<file path="config.mk">
export PLATFORM = sky130hd
export DESIGN_NAME = ecint_div
export DESIGN_NICKNAME = d
export VERILOG_FILES = /design/src/rtl/ecint_pkg.sv /design/src/rtl/ecint_div.sv
export SDC_FILE = /design/constraint.sdc
export NUM_CORES = 2
export LEC_CHECK = 0
export BUFFER_PORTS_ARGS = -buffer_cell sky130_fd_sc_hd__buf_2
export CAP_MARGIN = 15
export CORE_MARGIN = 2
export CORE_UTILIZATION = 55
export DETAILED_ROUTE_END_ITERATION = 8
export GPL_ROUTABILITY_DRIVEN = 0
export MAX_ROUTING_LAYER = met4
export PLACE_DENSITY = 0.72
export SYNTH_ARGS = -nofsm -noshare
export SYNTH_HDL_FRONTEND = slang
export SYNTH_SLANG_ARGS = --single-unit
export TNS_END_PERCENT = 5
</file>
<file path="constraint.sdc">
create_clock -name clk_i -period 11.5 [get_ports clk_i]
set_clock_uncertainty 0.1 [all_clocks]
set_input_delay 1.725 -clock clk_i [delete_from_list [all_inputs] [get_ports clk_i]]
set_output_delay 1.725 -clock clk_i [all_outputs]
set_load 0.005 [all_outputs]
</file>
<file path="src/rtl/ecint_pkg.sv">
package ecint_pkg;

  // Curve selector codes carried on the action field
  typedef enum logic [3:0] {
    CURVE_QUAD_IN         = 4'd0,
    CURVE_QUAD_OUT        = 4'd1,
    CURVE_QUAD_INOUT      = 4'd2,
    CURVE_BACK_IN         = 4'd3,
    CURVE_BACK_OUT        = 4'd4,
    CURVE_BACK_INOUT      = 4'd5,
    CURVE_BOUNCE_OUT      = 4'd6,
    CURVE_BOUNCE_IN       = 4'd7,
    CURVE_BOUNCE_INOUT    = 4'd8
  } curve_e;

  localparam int unsigned ValueW = 32;
  localparam int unsigned TicksW = 16;

  // Side band that travels with every request through the pipeline
  typedef struct packed {
    logic [3:0]        sel;
    logic [ValueW-1:0] start_val;
    logic [ValueW-1:0] end_val;
    logic              bad;
  } item_t;

endpackage

</file>
<file path="src/rtl/ecint_div.sv">
module ecint_div import ecint_pkg::*; #(
  parameter int unsigned FRAC_BITS = 16,
  parameter int unsigned TIME_BITS = 16
) (
  input  logic                 clk_i,
  input  logic                 rst_ni,
  input  logic                 in_valid_i,
  output logic                 in_stall_o,
  input  item_t                item_i,
  input  logic [TicksW-1:0]    elapsed_i,
  input  logic [TicksW-1:0]    duration_i,
  output logic                 out_valid_o,
  input  logic                 out_stall_i,
  output item_t                item_o,
  output logic [FRAC_BITS:0]   u_o
);

  localparam int unsigned TW = (TIME_BITS < TicksW) ? TIME_BITS : TicksW;
  localparam int unsigned QW = FRAC_BITS + 1;
  localparam int unsigned NS = FRAC_BITS + 2;

  logic [NS-1:0]   v_w;
  logic [NS-1:0]   rdy;
  item_t           it_w [NS];
  logic [TW-1:0]   r_w  [NS];
  logic [TW-1:0]   d_w  [NS];
  logic [QW-1:0]   q_w  [NS];

  // Ready chain: a stage loads when empty or when the next stage moves
  assign rdy[NS-1] = !v_w[NS-1] || !out_stall_i;
  for (genvar g = 0; g < NS - 1; g++) begin : g_rdy
    assign rdy[g] = !v_w[g] || rdy[g+1];
  end

  // Input stage: clamp elapsed time, flag zero duration
  logic          v0_q;
  item_t         it0_q;
  item_t         it_in;
  logic [TW-1:0] r0_q, d0_q;
  logic [TW-1:0] t_in, d_in;

  assign t_in = elapsed_i[TW-1:0];
  assign d_in = duration_i[TW-1:0];

  always_comb begin
    it_in     = item_i;
    it_in.bad = (d_in == '0);
  end

  always_ff @(posedge clk_i or negedge rst_ni) begin
    if (!rst_ni) begin
      v0_q <= 1'b0;
    end else if (rdy[0]) begin
      v0_q <= in_valid_i;
    end
  end

  always_ff @(posedge clk_i) begin
    if (rdy[0] && in_valid_i) begin
      it0_q     <= it_in;
      r0_q      <= (t_in > d_in) ? d_in : t_in;
      d0_q      <= d_in;
    end
  end

  assign v_w[0]  = v0_q;
  assign it_w[0] = it0_q;
  assign r_w[0]  = r0_q;
  assign d_w[0]  = d0_q;
  assign q_w[0]  = '0;

  // Restoring division, one quotient bit per stage
  for (genvar i = 1; i < NS; i++) begin : g_step
    logic          v_q;
    item_t         it_q;
    logic [TW-1:0] r_q, d_q;
    logic [QW-1:0] q_q;
    logic [TW:0]   rem, rem_sub;
    logic          ge;

    if (i == 1) begin : g_first
      assign rem = {1'b0, r_w[i-1]};
    end else begin : g_shift
      assign rem = {r_w[i-1], 1'b0};
    end
    assign ge      = (rem >= {1'b0, d_w[i-1]});
    assign rem_sub = ge ? (rem - {1'b0, d_w[i-1]}) : rem;

    always_ff @(posedge clk_i or negedge rst_ni) begin
      if (!rst_ni) begin
        v_q <= 1'b0;
      end else if (rdy[i]) begin
        v_q <= v_w[i-1];
      end
    end

    always_ff @(posedge clk_i) begin
      if (rdy[i] && v_w[i-1]) begin
        it_q <= it_w[i-1];
        d_q  <= d_w[i-1];
        r_q  <= rem_sub[TW-1:0];
        q_q  <= {q_w[i-1][QW-2:0], ge};
      end
    end

    assign v_w[i]  = v_q;
    assign it_w[i] = it_q;
    assign r_w[i]  = r_q;
    assign d_w[i]  = d_q;
    assign q_w[i]  = q_q;
  end

  assign in_stall_o  = !rdy[0];
  assign out_valid_o = v_w[NS-1];
  assign item_o      = it_w[NS-1];
  assign u_o         = q_w[NS-1];

endmodule

</file>
==> results.md <==
* Status: finished clean
* VDD IR max at 0.162 mV
* Register area share after synthesis at 78.0%
* Crit Path Category: input port to output port
* PnR Total Power at 0.0211 W
* Drt via density at 5.39
* Gr ovfl total at 0
* Core area at 136000 µm²
* Hold WC Path Type: flop to flop
* Clock buffer depth at 3
* Mapped cell area at 75200 µm²
* Sum Neg Setup Slack at 0 ns
* RSZ-0062 raised after global routing: false
* Count leader, synth: edfxtp_1
* Post-CTS resize count at 0
* Worst-Margin Slew at 1.09 ns
* Die area at 140000 µm²
* Crit-path max FO at 5
* Final min period at 5.46 ns
* Relative slew slack at 26.6%
* Drt initial violations at 2512
* Ys Warns at 0
* Synth Flop Type: edfxtp_1
* Clock Sinks at 1957
* Register Area at 58700 µm²
* Initial antenna violation count at 11
* CP Data Required Time at 9.68 ns
* Post-synth top cells: edfxtp_1, inv_1, ha_1
* DIE WIDTH at 374 µm
* I/O Pins at 193
* # nets final at 5104
* Final Hold Viols at 0
* Crit share post-route at 47.5%
* DR vias at 35778
* Post-Route WL at 125 mm
* Area occupied by multi-input gates at 15200 µm²
* Later-pin clock latency in the skew report at 0.82 ns
* Synth Area per Inst at 17.4 µm²
* CP startpoint kind: input port
* Top cells by area, synth: edfxtp_1, ha_1, mux2_2, inv_1, xnor2_1
* Cell taking the most area after synthesis: edfxtp_1
* Maximum number of pins on one net before global-route repair at 79
* CTS H-tree depth at 4
* Global Route Usage Sum at 18.8%
* Placed cell areas at 78700 µm²
* Endpoints failing setup at 0
* Fillcell total at 9258
* Die height at 374 µm
* Pwr dens at 249 nW/µm²
* Synth Register Bits at 1957
* Post-place setup slack at 6.02 ns
* Number of I/O port buffers at 191
* CP arrival at 3.64 ns
* Leak at 31.5 nW
* DR DRC count at 0
* Number of flops mapped to enable cells by yosys at 1939
* Routed wire per std cell at 18.9 µm
* Layout cells sized above 1 at 14.9%
* HPWL after DPL at 83.6 mm
* Area growth, synth to finish at 12.5%
* Number of routed nets with antenna violations at 0
* Max-cap violations at 0
* Starting density of the core at 55.5%
* Setup ws final at 6.04 ns
* Hold-fix buffers, CTS at 0
* Row cnt at 135
* Post-CTS Setup Bufs at 0
* Hold slack at 0.299 ns
* TritonCTS clock tree: done
* Yosys top cell area share at 77.4%
* Clock transition at path regs at 0.06 ns
* CTS Buf Count at 183
* Netlist cell types at 78
* Number of global-route vias before repair at 36633
* First-pass GRT wire length at 198 mm
* Post-Synthesis Net Count at 4721
* Clock root buffer: clkbuf_16
* Final max-slew violation count at 0
* DRT Pass-1 Iters at 5
* Ys async rst share at 0.920%
* Max Clock Freq at 0.183 GHz
* Worst Setup End Kind: output port
* Finished Cell Area at 84600 µm²
* Synth Instances at 4313
[cell usage in the layout (no fill, tap or decap), types with 19 or more instances in the layout]
master / synthesis / routed
nor3_1: 37 / 37
mux2_2: 156 / 156
clkinv_1: 0 / 45
o21ai_0: 138 / 138
nand2_1: 146 / 146
nand3_1: 34 / 34
inv_1: 373 / 373
xor2_1: 57 / 57
a21o_1: 70 / 70
a211oi_1: 20 / 20
buf_2: 9 / 191
clkinv_2: 0 / 37
nand2b_1: 46 / 46
mux2i_1: 20 / 20
o21bai_1: 20 / 20
a21oi_1: 148 / 148
a31oi_1: 27 / 26
clkbuf_1: 14 / 34
and2_1: 27 / 20
nor2b_1: 49 / 45
nand4_1: 51 / 51
nor4_1: 21 / 21
clkbuf_16: 0 / 183
o31a_1: 19 / 19
buf_4: 2 / 33
edfxtp_1: 1939 / 1939
xnor2_1: 106 / 106
o21a_1: 46 / 45
and3_1: 19 / 19
nor2_1: 184 / 183
o211ai_1: 19 / 19
ha_1: 287 / 287
[cells by family (layout without fill, tap and decap cells)]
| group | count (synthesis) | after routing | synth area share (%) |
|---|---|---|---|
| XOR/XNOR | 163 | 163 | 1.90 |
| AND/OR/NAND/NOR | 675 | 675 | 4.53 |
| buffers and inverters | 399 | 941 | 2.03 |
| AO/OA/AOI/OAI | 631 | 631 | 5.58 |
| multiplexers | 185 | 185 | 2.77 |
| flip-flops | 1957 | 1957 | 78.0 |
| adder cells (fa/ha/maj) | 303 | 303 | 5.20 |
| other | 0 | 5 | 0 |
[cell type report]
class	count	area share [%]
Sequential cell	1957	69.3
Multi-Input combinational cell	1957	17.9
Clock buffer	220	5.61
Tap cell	1781	2.63
Inverter	373	1.65
Timing Repair Buffer	224	1.42
Clock inverter	124	1.42
Antenna cell	5	0.0148
[worst paths after layout]
kind / cells past startpoint / start / endpoint / slack (ns)
setup / recovery: 7 / out_stall_i / in_stall_o / 6.04
hold / removal: 0 / g_step[1].it_q[68] / g_step[2].it_q[68] / 0.30
setup reg to reg: 8 / out_valid_o / g_step[7].it_q[47] / 7.53
hold reg to reg: 0 / g_step[1].it_q[68] / g_step[2].it_q[68] / 0.30
max in group asynchronous: 1 / rst_ni / g_step[9].v_q / 9.98
min in group asynchronous: 1 / rst_ni / out_valid_o / 0.86
[per-stage QoR]
step | cells | utilization (%)
final | 6641 | 62.4
after global routing | 6641 | 62.4
after CTS | 6636 | 62.4
after detailed placement | 6292 | 58.0
after global placement | 6292 | 58.0
after floorplan | 4313 | -
[power breakdown]
part / total, W / leakage (nW) / internal (W) / switching (W)
clock network: 0.00587 / 2.89 / 0.00331 / 0.00256
registers: 0.0102 / 19.1 / 0.00969 / 0.000518
logic: 0.00497 / 9.47 / 0.00217 / 0.00280
total: 0.0211 / 31.5 / 0.0152 / 0.00588
[flip-flops by register name, indices dropped and copies added, names as in the netlist]
register / flops
g_step.r_q: 256
item_o: 69
g_step.d_q: 256
g_step.it_q: 1104
u_o: 17
d0_q: 16
it0_q: 69
r0_q: 16
g_step.q_q: 136
out_valid_o: 1
v0_q: 1
g_step.v_q: 16
[metal layers]
layer	GRT usage (%)	up-vias	wire length, µm	share of wire [%]
met5	-	-	0	0
met4	8.97	0	5770	4.6
met3	3.52	319	6010	4.8
met2	32.0	930	64200	51
met1	21.6	17362	49300	39
li1	-	17167	-	-
[critical path, cell delays in order]
cell and delay [ns]:
buf_2 0.15, nand4_1 0.30, inv_1 0.15, and3_1 0.30
and3_1 0.38, and4_1 0.41, buf_2 0.21
(Power assumes the default switching activity.)
