### src/rtl/ecint_pkg.sv
package ecint_pkg;

  // Curve selector codes carried on the action field
  typedef enum logic [3:0] {
    CURVE_QUAD_IN         = 4'd0,
    CURVE_QUAD_OUT        = 4'd1,
    CURVE_QUAD_INOUT      = 4'd2,
    CURVE_BACK_IN         = 4'd3,
    CURVE_BACK_OUT        = 4'd4,
    CURVE_BACK_INOUT      = 4'd5,
    CURVE_BOUNCE_OUT      = 4'd6,
    CURVE_BOUNCE_IN       = 4'd7,
    CURVE_BOUNCE_INOUT    = 4'd8
  } curve_e;

  localparam int unsigned ValueW = 32;
  localparam int unsigned TicksW = 16;

  // Side band that travels with every request through the pipeline
  typedef struct packed {
    logic [3:0]        sel;
    logic [ValueW-1:0] start_val;
    logic [ValueW-1:0] end_val;
    logic              bad;
  } item_t;

endpackage

### src/rtl/ecint_blend.sv
module ecint_blend import ecint_pkg::*; #(
  parameter int unsigned FRAC_BITS = 16
) (
  input  logic                        clk_i,
  input  logic                        rst_ni,
  input  logic                        in_valid_i,
  output logic                        in_stall_o,
  input  item_t                       item_i,
  input  logic signed [FRAC_BITS+3:0] f_i,
  output logic                        out_valid_o,
  input  logic                        out_stall_i,
  output logic [ValueW-1:0]           value_o,
  output logic                        sat_o,
  output logic                        bad_o
);

  localparam int unsigned FW = FRAC_BITS + 4;
  localparam int unsigned DW = ValueW + 1;
  localparam int unsigned PW = DW + FW;
  localparam int unsigned RW = PW - FRAC_BITS + 1;
  localparam int unsigned NS = 3;

  localparam logic signed [PW-1:0] HALF_P = PW'(64'd1 << (FRAC_BITS - 1));
  localparam logic signed [RW-1:0] MAXV   = RW'(64'sd2147483647);
  localparam logic signed [RW-1:0] MINV   = RW'(-64'sd2147483648);

  logic [NS-1:0] v_q;
  logic [NS-1:0] rdy;

  // Ready chain
  assign rdy[NS-1] = !v_q[NS-1] || !out_stall_i;
  for (genvar g = 0; g < NS - 1; g++) begin : g_rdy
    assign rdy[g] = !v_q[g] || rdy[g+1];
  end

  always_ff @(posedge clk_i or negedge rst_ni) begin
    if (!rst_ni) begin
      v_q <= '0;
    end else begin
      if (rdy[0]) begin
        v_q[0] <= in_valid_i;
      end
      for (int i = 1; i < NS; i++) begin
        if (rdy[i]) begin
          v_q[i] <= v_q[i-1];
        end
      end
    end
  end

  // Stage 0: span between end and start
  logic signed [DW-1:0]     mv_q;
  logic signed [FW-1:0]     f0_q;
  logic [ValueW-1:0]        st_q [NS-1];
  logic                     bd_q [NS-1];

  always_ff @(posedge clk_i) begin
    if (rdy[0] && in_valid_i) begin
      mv_q    <= $signed({item_i.end_val[ValueW-1], item_i.end_val}) -
                 $signed({item_i.start_val[ValueW-1], item_i.start_val});
      f0_q    <= f_i;
      st_q[0] <= item_i.start_val;
      bd_q[0] <= item_i.bad;
    end
  end

  // Stage 1: scale the span by the weight
  logic signed [PW-1:0] p_q;

  always_ff @(posedge clk_i) begin
    if (rdy[1] && v_q[0]) begin
      p_q     <= mv_q * f0_q;
      st_q[1] <= st_q[0];
      bd_q[1] <= bd_q[0];
    end
  end

  // Stage 2: round, add start, clip to 32 bits; a bad duration passes start through
  logic signed [PW-1:0] sh;
  logic signed [RW-1:0] sum;
  logic                 hi, lw;
  logic [ValueW-1:0]    res_q;
  logic                 sat_q, bad_q;

  assign sh  = (p_q + HALF_P) >>> FRAC_BITS;
  assign sum = RW'(sh) + RW'($signed(st_q[1]));
  assign hi  = (sum > MAXV);
  assign lw  = (sum < MINV);

  always_ff @(posedge clk_i) begin
    if (rdy[2] && v_q[1]) begin
      bad_q <= bd_q[1];
      priority if (bd_q[1]) begin
        res_q <= st_q[1];
        sat_q <= 1'b0;
      end else if (hi) begin
        res_q <= MAXV[ValueW-1:0];
        sat_q <= 1'b1;
      end else if (lw) begin
        res_q <= MINV[ValueW-1:0];
        sat_q <= 1'b1;
      end else begin
        res_q <= sum[ValueW-1:0];
        sat_q <= 1'b0;
      end
    end
  end

  assign in_stall_o  = !rdy[0];
  assign out_valid_o = v_q[NS-1];
  assign value_o     = res_q;
  assign sat_o       = sat_q;
  assign bad_o       = bad_q;

  // Checks on the output stage and the input stall
  a_sat_extreme: assert property (@(posedge clk_i) disable iff (!rst_ni)
    v_q[NS-1] && sat_q |-> (res_q == MAXV[ValueW-1:0]) || (res_q == MINV[ValueW-1:0]))
    else $error("clipped result is not a range limit");

  a_bad_no_sat: assert property (@(posedge clk_i) disable iff (!rst_ni)
    v_q[NS-1] && bad_q |-> !sat_q)
    else $error("zero duration result flagged as clipped");

  a_hold: assert property (@(posedge clk_i) disable iff (!rst_ni)
    v_q[NS-1] && out_stall_i |=> v_q[NS-1] && $stable(res_q) && $stable(sat_q))
    else $error("stalled result changed");

  a_stall_full: assert property (@(posedge clk_i) disable iff (!rst_ni)
    in_stall_o |-> v_q[0] && v_q[1] && v_q[2])
    else $error("input stalled with an empty stage");

endmodule

### config.mk
export PLATFORM = sky130hd
export DESIGN_NAME = ecint_blend
export DESIGN_NICKNAME = d
export VERILOG_FILES = /design/src/rtl/ecint_pkg.sv /design/src/rtl/ecint_blend.sv
export SDC_FILE = /design/constraint.sdc
export NUM_CORES = 2
export LEC_CHECK = 0
export BUFFER_PORTS_ARGS = -buffer_cell sky130_fd_sc_hd__buf_2
export CAP_MARGIN = 20
export CORE_UTILIZATION = 45
export CTS_CLUSTER_DIAMETER = 50
export DETAILED_ROUTE_END_ITERATION = 16
export GPL_TIMING_DRIVEN = 0
export HOLD_SLACK_MARGIN = 0.03
export PLACE_DENSITY = 0.61
export SETUP_SLACK_MARGIN = 0.3
export SYNTH_ARGS = -nofsm -noshare
export SYNTH_HDL_FRONTEND = slang
export SYNTH_SLANG_ARGS = --single-unit
### constraint.sdc
create_clock -name clk_i -period 8.7 [get_ports clk_i]
set_input_delay 1.74 -clock clk_i [delete_from_list [all_inputs] [get_ports clk_i]]
set_output_delay 1.74 -clock clk_i [all_outputs]
set_load 0.005 [all_outputs]
==> flow_summary.ini <==
[outcome]
run_status = finished, final reports clean

[synth]
postSynth.topFlopCell = sky130_fd_sc_hd__edfxtp_1
synth_top_area_share_pct = 39.6
synth_area_um2 = 33100
synth_top_cell_by_area = sky130_fd_sc_hd__fa_1
synth_edf_count = 191
ys_seq_area_share_pct = 17.5
postSynthNetCount = 4334
yosys.cell_count.top_type = sky130_fd_sc_hd__inv_1
synth.ff_latch_count = 194
synthCells = 3386
ffs_w_async_s_r_synth_pct = 1.55
most_common_library_cells_after_synthesis = 755 x sky130_fd_sc_hd__inv_1, 655 x sky130_fd_sc_hd__fa_1, 385 x sky130_fd_sc_hd__nand2_1
synth_cell_type_count = 71
synth.top_cells.by_area = sky130_fd_sc_hd__fa_1 40%, sky130_fd_sc_hd__edfxtp_1 17%, sky130_fd_sc_hd__inv_1 8.6%, sky130_fd_sc_hd__ha_1 7.6%, sky130_fd_sc_hd__and2_1 6.6%
ys.warnings.count = 0
synth.avg_cell_area_um2 = 9.78

[global_route]
grt_antenna_before_repair = 6
grt_pass1_vias = 24600
grt_pass1_wl_um = 146000
remaining_overflow_grt = 0
grt_usage_pct = 26.6
grt_max_degree = 64

[floorplanning]
ios = 129
floorplan.die.width_um = 273
number_of_placement_rows = 99
initial_core_util_pct = 45.5
die_height_um = 273
core_region_area_um2 = 72800
floorplan.die_area_um2 = 74700

[worst_setup_path]
worstSetupEndpointType = flip-flop
crit_family = adder cells
critical_path.most_common_cell = sky130_fd_sc_hd__fa_1
critical_path_buf_inv_count = 7
worst-endpoint-arrival_ps = 8390
crit_required_ps = 8930
timing.critical_path.slowest_stage_cell = sky130_fd_sc_hd__edfxtp_1
worstSetupStartpointType = flip-flop
critical-path-max-stage-delay_ps = 730
cp_max_fo = 10
crit_path_class = reg2reg

[layout]
stdcell_count = 4509
layout-drive-gt1-share_pct = 5.81
layout.area.seq_um2 = 5810
multi_input_comb_area_um2 = 24000
layout.nets = 4483
final.fill_count = 6946
area_growth_syn_to_layout_pct = 7.92

[cts]
clock_tree_from_tritoncts = built
clockRootBuffer = sky130_fd_sc_hd__clkbuf_16
cts_num_sinks = 194
clk_path_buf_depth = 2
cts_hold_repair.buffers = 0
clk_pin_slew_worst_paths_ps = 90
ctsHtreeMaxLevel = 4
cts_buffers = 17
insertion_delay_ps = 520

[drt]
post-route-drc-count = 0
routedWlPerCell_um = 21.1
post_drt_via_cell_ratio = 5.17
routed_wl_um = 95100
detailedRoute.firstIterationViolations = 1783
drt_pre_antenna_iters = 9
route.vias.total = 23300
ant_nets = 0

[sta]
max_freq_ghz = 0.123
timing_max_transition_violations_final = 0
grt_setup_unrepaired = yes
layout_min_cycle_time_ps = 8160
slew_headroom_pct = 24.9
final_min_period_over_clock_period_pct = 93.8
fin_skew_ps = 43.6
max_slew.worst_pin.slew_ps = 1100
report.final.hold_viol_count = 0
final_setup_violations = 0

[placed_design]
finalWeightedCongestion = 0.987
count_of_input_and_output_buffers = 124
dp.cells = 4472
dp_hpwl_um = 79500

[run]
cap_violations = 0

[hold_path]
min-delay-path-class = reg2reg
-- final timing paths --
path                                      start               endpoint  slack, ps  cells past startpoint
max in group asynchronous                rst_ni     v_q[0]$_DFFE_PN0N_       7570                      1
hold / removal             st_q[0][9]$_DFFE_PP_  st_q[0][41]$_DFFE_PP_        420                      0
min in group asynchronous                rst_ni     v_q[2]$_DFFE_PN0P_       1030                      1
hold reg to reg            st_q[0][9]$_DFFE_PP_  st_q[0][41]$_DFFE_PP_        420                      0
setup reg to reg             f0_q[12]$_DFFE_PP_      p_q[48]$_DFFE_PP_        540                     25
setup / recovery             f0_q[12]$_DFFE_PP_      p_q[48]$_DFFE_PP_        540                     25
-- cells in the final DEF (no fill, tap or decap), drive strengths merged, types with 3 or more instances in the layout --
| cell type | count |
|---|---|
| a211oi | 14 |
| a21boi | 3 |
| a21o | 48 |
| a21oi | 81 |
| a221o | 3 |
| a221oi | 3 |
| a311o | 3 |
| a31oi | 10 |
| and2 | 347 |
| and3 | 20 |
| and4 | 4 |
| buf | 139 |
| clkbuf | 156 |
| clkinv | 6 |
| dfrtp | 3 |
| edfxtp | 191 |
| fa | 655 |
| ha | 200 |
| inv | 762 |
| nand2 | 385 |
| nand2b | 21 |
| nand3 | 34 |
| nand4 | 15 |
| nor2 | 98 |
| nor2b | 25 |
| nor3 | 22 |
| nor4 | 3 |
| o2111ai | 3 |
| o211ai | 9 |
| o21a | 21 |
| o21ai | 40 |
| o21bai | 8 |
| o311ai | 30 |
| o31a | 4 |
| o31ai | 6 |
| xnor2 | 104 |
| xor2 | 37 |
-- worst register-to-register path, cell delays in order (launching register included) --
cell                       delay, ps
sky130_fd_sc_hd__edfxtp_1        730
sky130_fd_sc_hd__clkbuf_1        640
sky130_fd_sc_hd__nand2_1         160
sky130_fd_sc_hd__fa_1            530
sky130_fd_sc_hd__inv_1            50
sky130_fd_sc_hd__fa_1            380
sky130_fd_sc_hd__inv_1            80
sky130_fd_sc_hd__fa_1            400
sky130_fd_sc_hd__inv_1            90
sky130_fd_sc_hd__fa_1            430
sky130_fd_sc_hd__fa_1            500
sky130_fd_sc_hd__fa_1            520
sky130_fd_sc_hd__inv_1            50
sky130_fd_sc_hd__fa_1            510
sky130_fd_sc_hd__inv_1            50
sky130_fd_sc_hd__ha_1            260
sky130_fd_sc_hd__inv_1            70
sky130_fd_sc_hd__a21oi_1         210
sky130_fd_sc_hd__a211oi_1        160
sky130_fd_sc_hd__a211oi_4        570
sky130_fd_sc_hd__a21oi_4         180
sky130_fd_sc_hd__o22ai_1         530
sky130_fd_sc_hd__a211oi_2        210
sky130_fd_sc_hd__o21ai_0         320
sky130_fd_sc_hd__a21oi_1         130
sky130_fd_sc_hd__xnor2_1         140
-- flip-flops by register name, indices dropped and copies added, names as in the netlist --
name     flops
bd_q         2
bad_o        1
st_q        64
mv_q        33
p_q         38
v_q          3
f0_q        20
value_o     32
sat_o        1
-- routing by layer --
| layer | global-route usage (%) | up-vias | wire length (µm) |
|---|---|---|---|
| li1 | - | 10600 | - |
| met1 | 35.7 | 11800 | 41200 |
| met2 | 42.8 | 792 | 43400 |
| met3 | 5.22 | 134 | 6960 |
| met4 | 9.39 | 0 | 3490 |
| met5 | 0 | - | 0 |
-- metrics by stage --
stage / hold slack, ps / cell area, µm² / utilization, % / setup TNS (ps) / setup slack [ps]
after global placement: 402 / 34900 / 48.0 / -3330 / -437
after CTS: 421 / 35700 / 49.0 / 0 / 301
final: 418 / 35700 / 49.1 / 0 / 537
after floorplan: 400 / 33100 / - / 0 / 1610
after global routing: 427 / 35700 / 49.1 / 0 / 296
after detailed placement: 405 / 35000 / 48.1 / -2210 / -334
-- cell type report --
cell class / count / share of cell area [%]
Clock buffer: 17 / 1.19
Antenna cell: 2 / 0.0140
Tap cell: 959 / 3.36
Buffer: 148 / 1.65
Clock inverter: 15 / 0.543
Timing Repair Buffer: 130 / 2.01
Multi-Input combinational cell: 2288 / 67.0
Sequential cell: 194 / 16.3
Inverter: 756 / 7.94
-- kinds of logic (layout without fill, tap and decap cells) --
logic type	Yosys count	after routing	synth area share (%)
buf+inv	904	1066	10.3
fa+ha+maj	855	855	47.2
simple gates	981	981	14.7
other cells	0	2	0
compound gates	310	310	6.52
flops	194	194	17.5
mux	1	1	0.0302
xor+xnor	141	141	3.73
-- what timing repair did --
action | in CTS | in global routing
pin swaps | 0 | 1
gates resized for setup | 4 | 38
setup endpoints to repair | 25 | 11
buffers inserted | 0 | 3
Power is not shown: default switching activity piles up to over one toggle a cycle in this logic, so the estimate is an artifact.
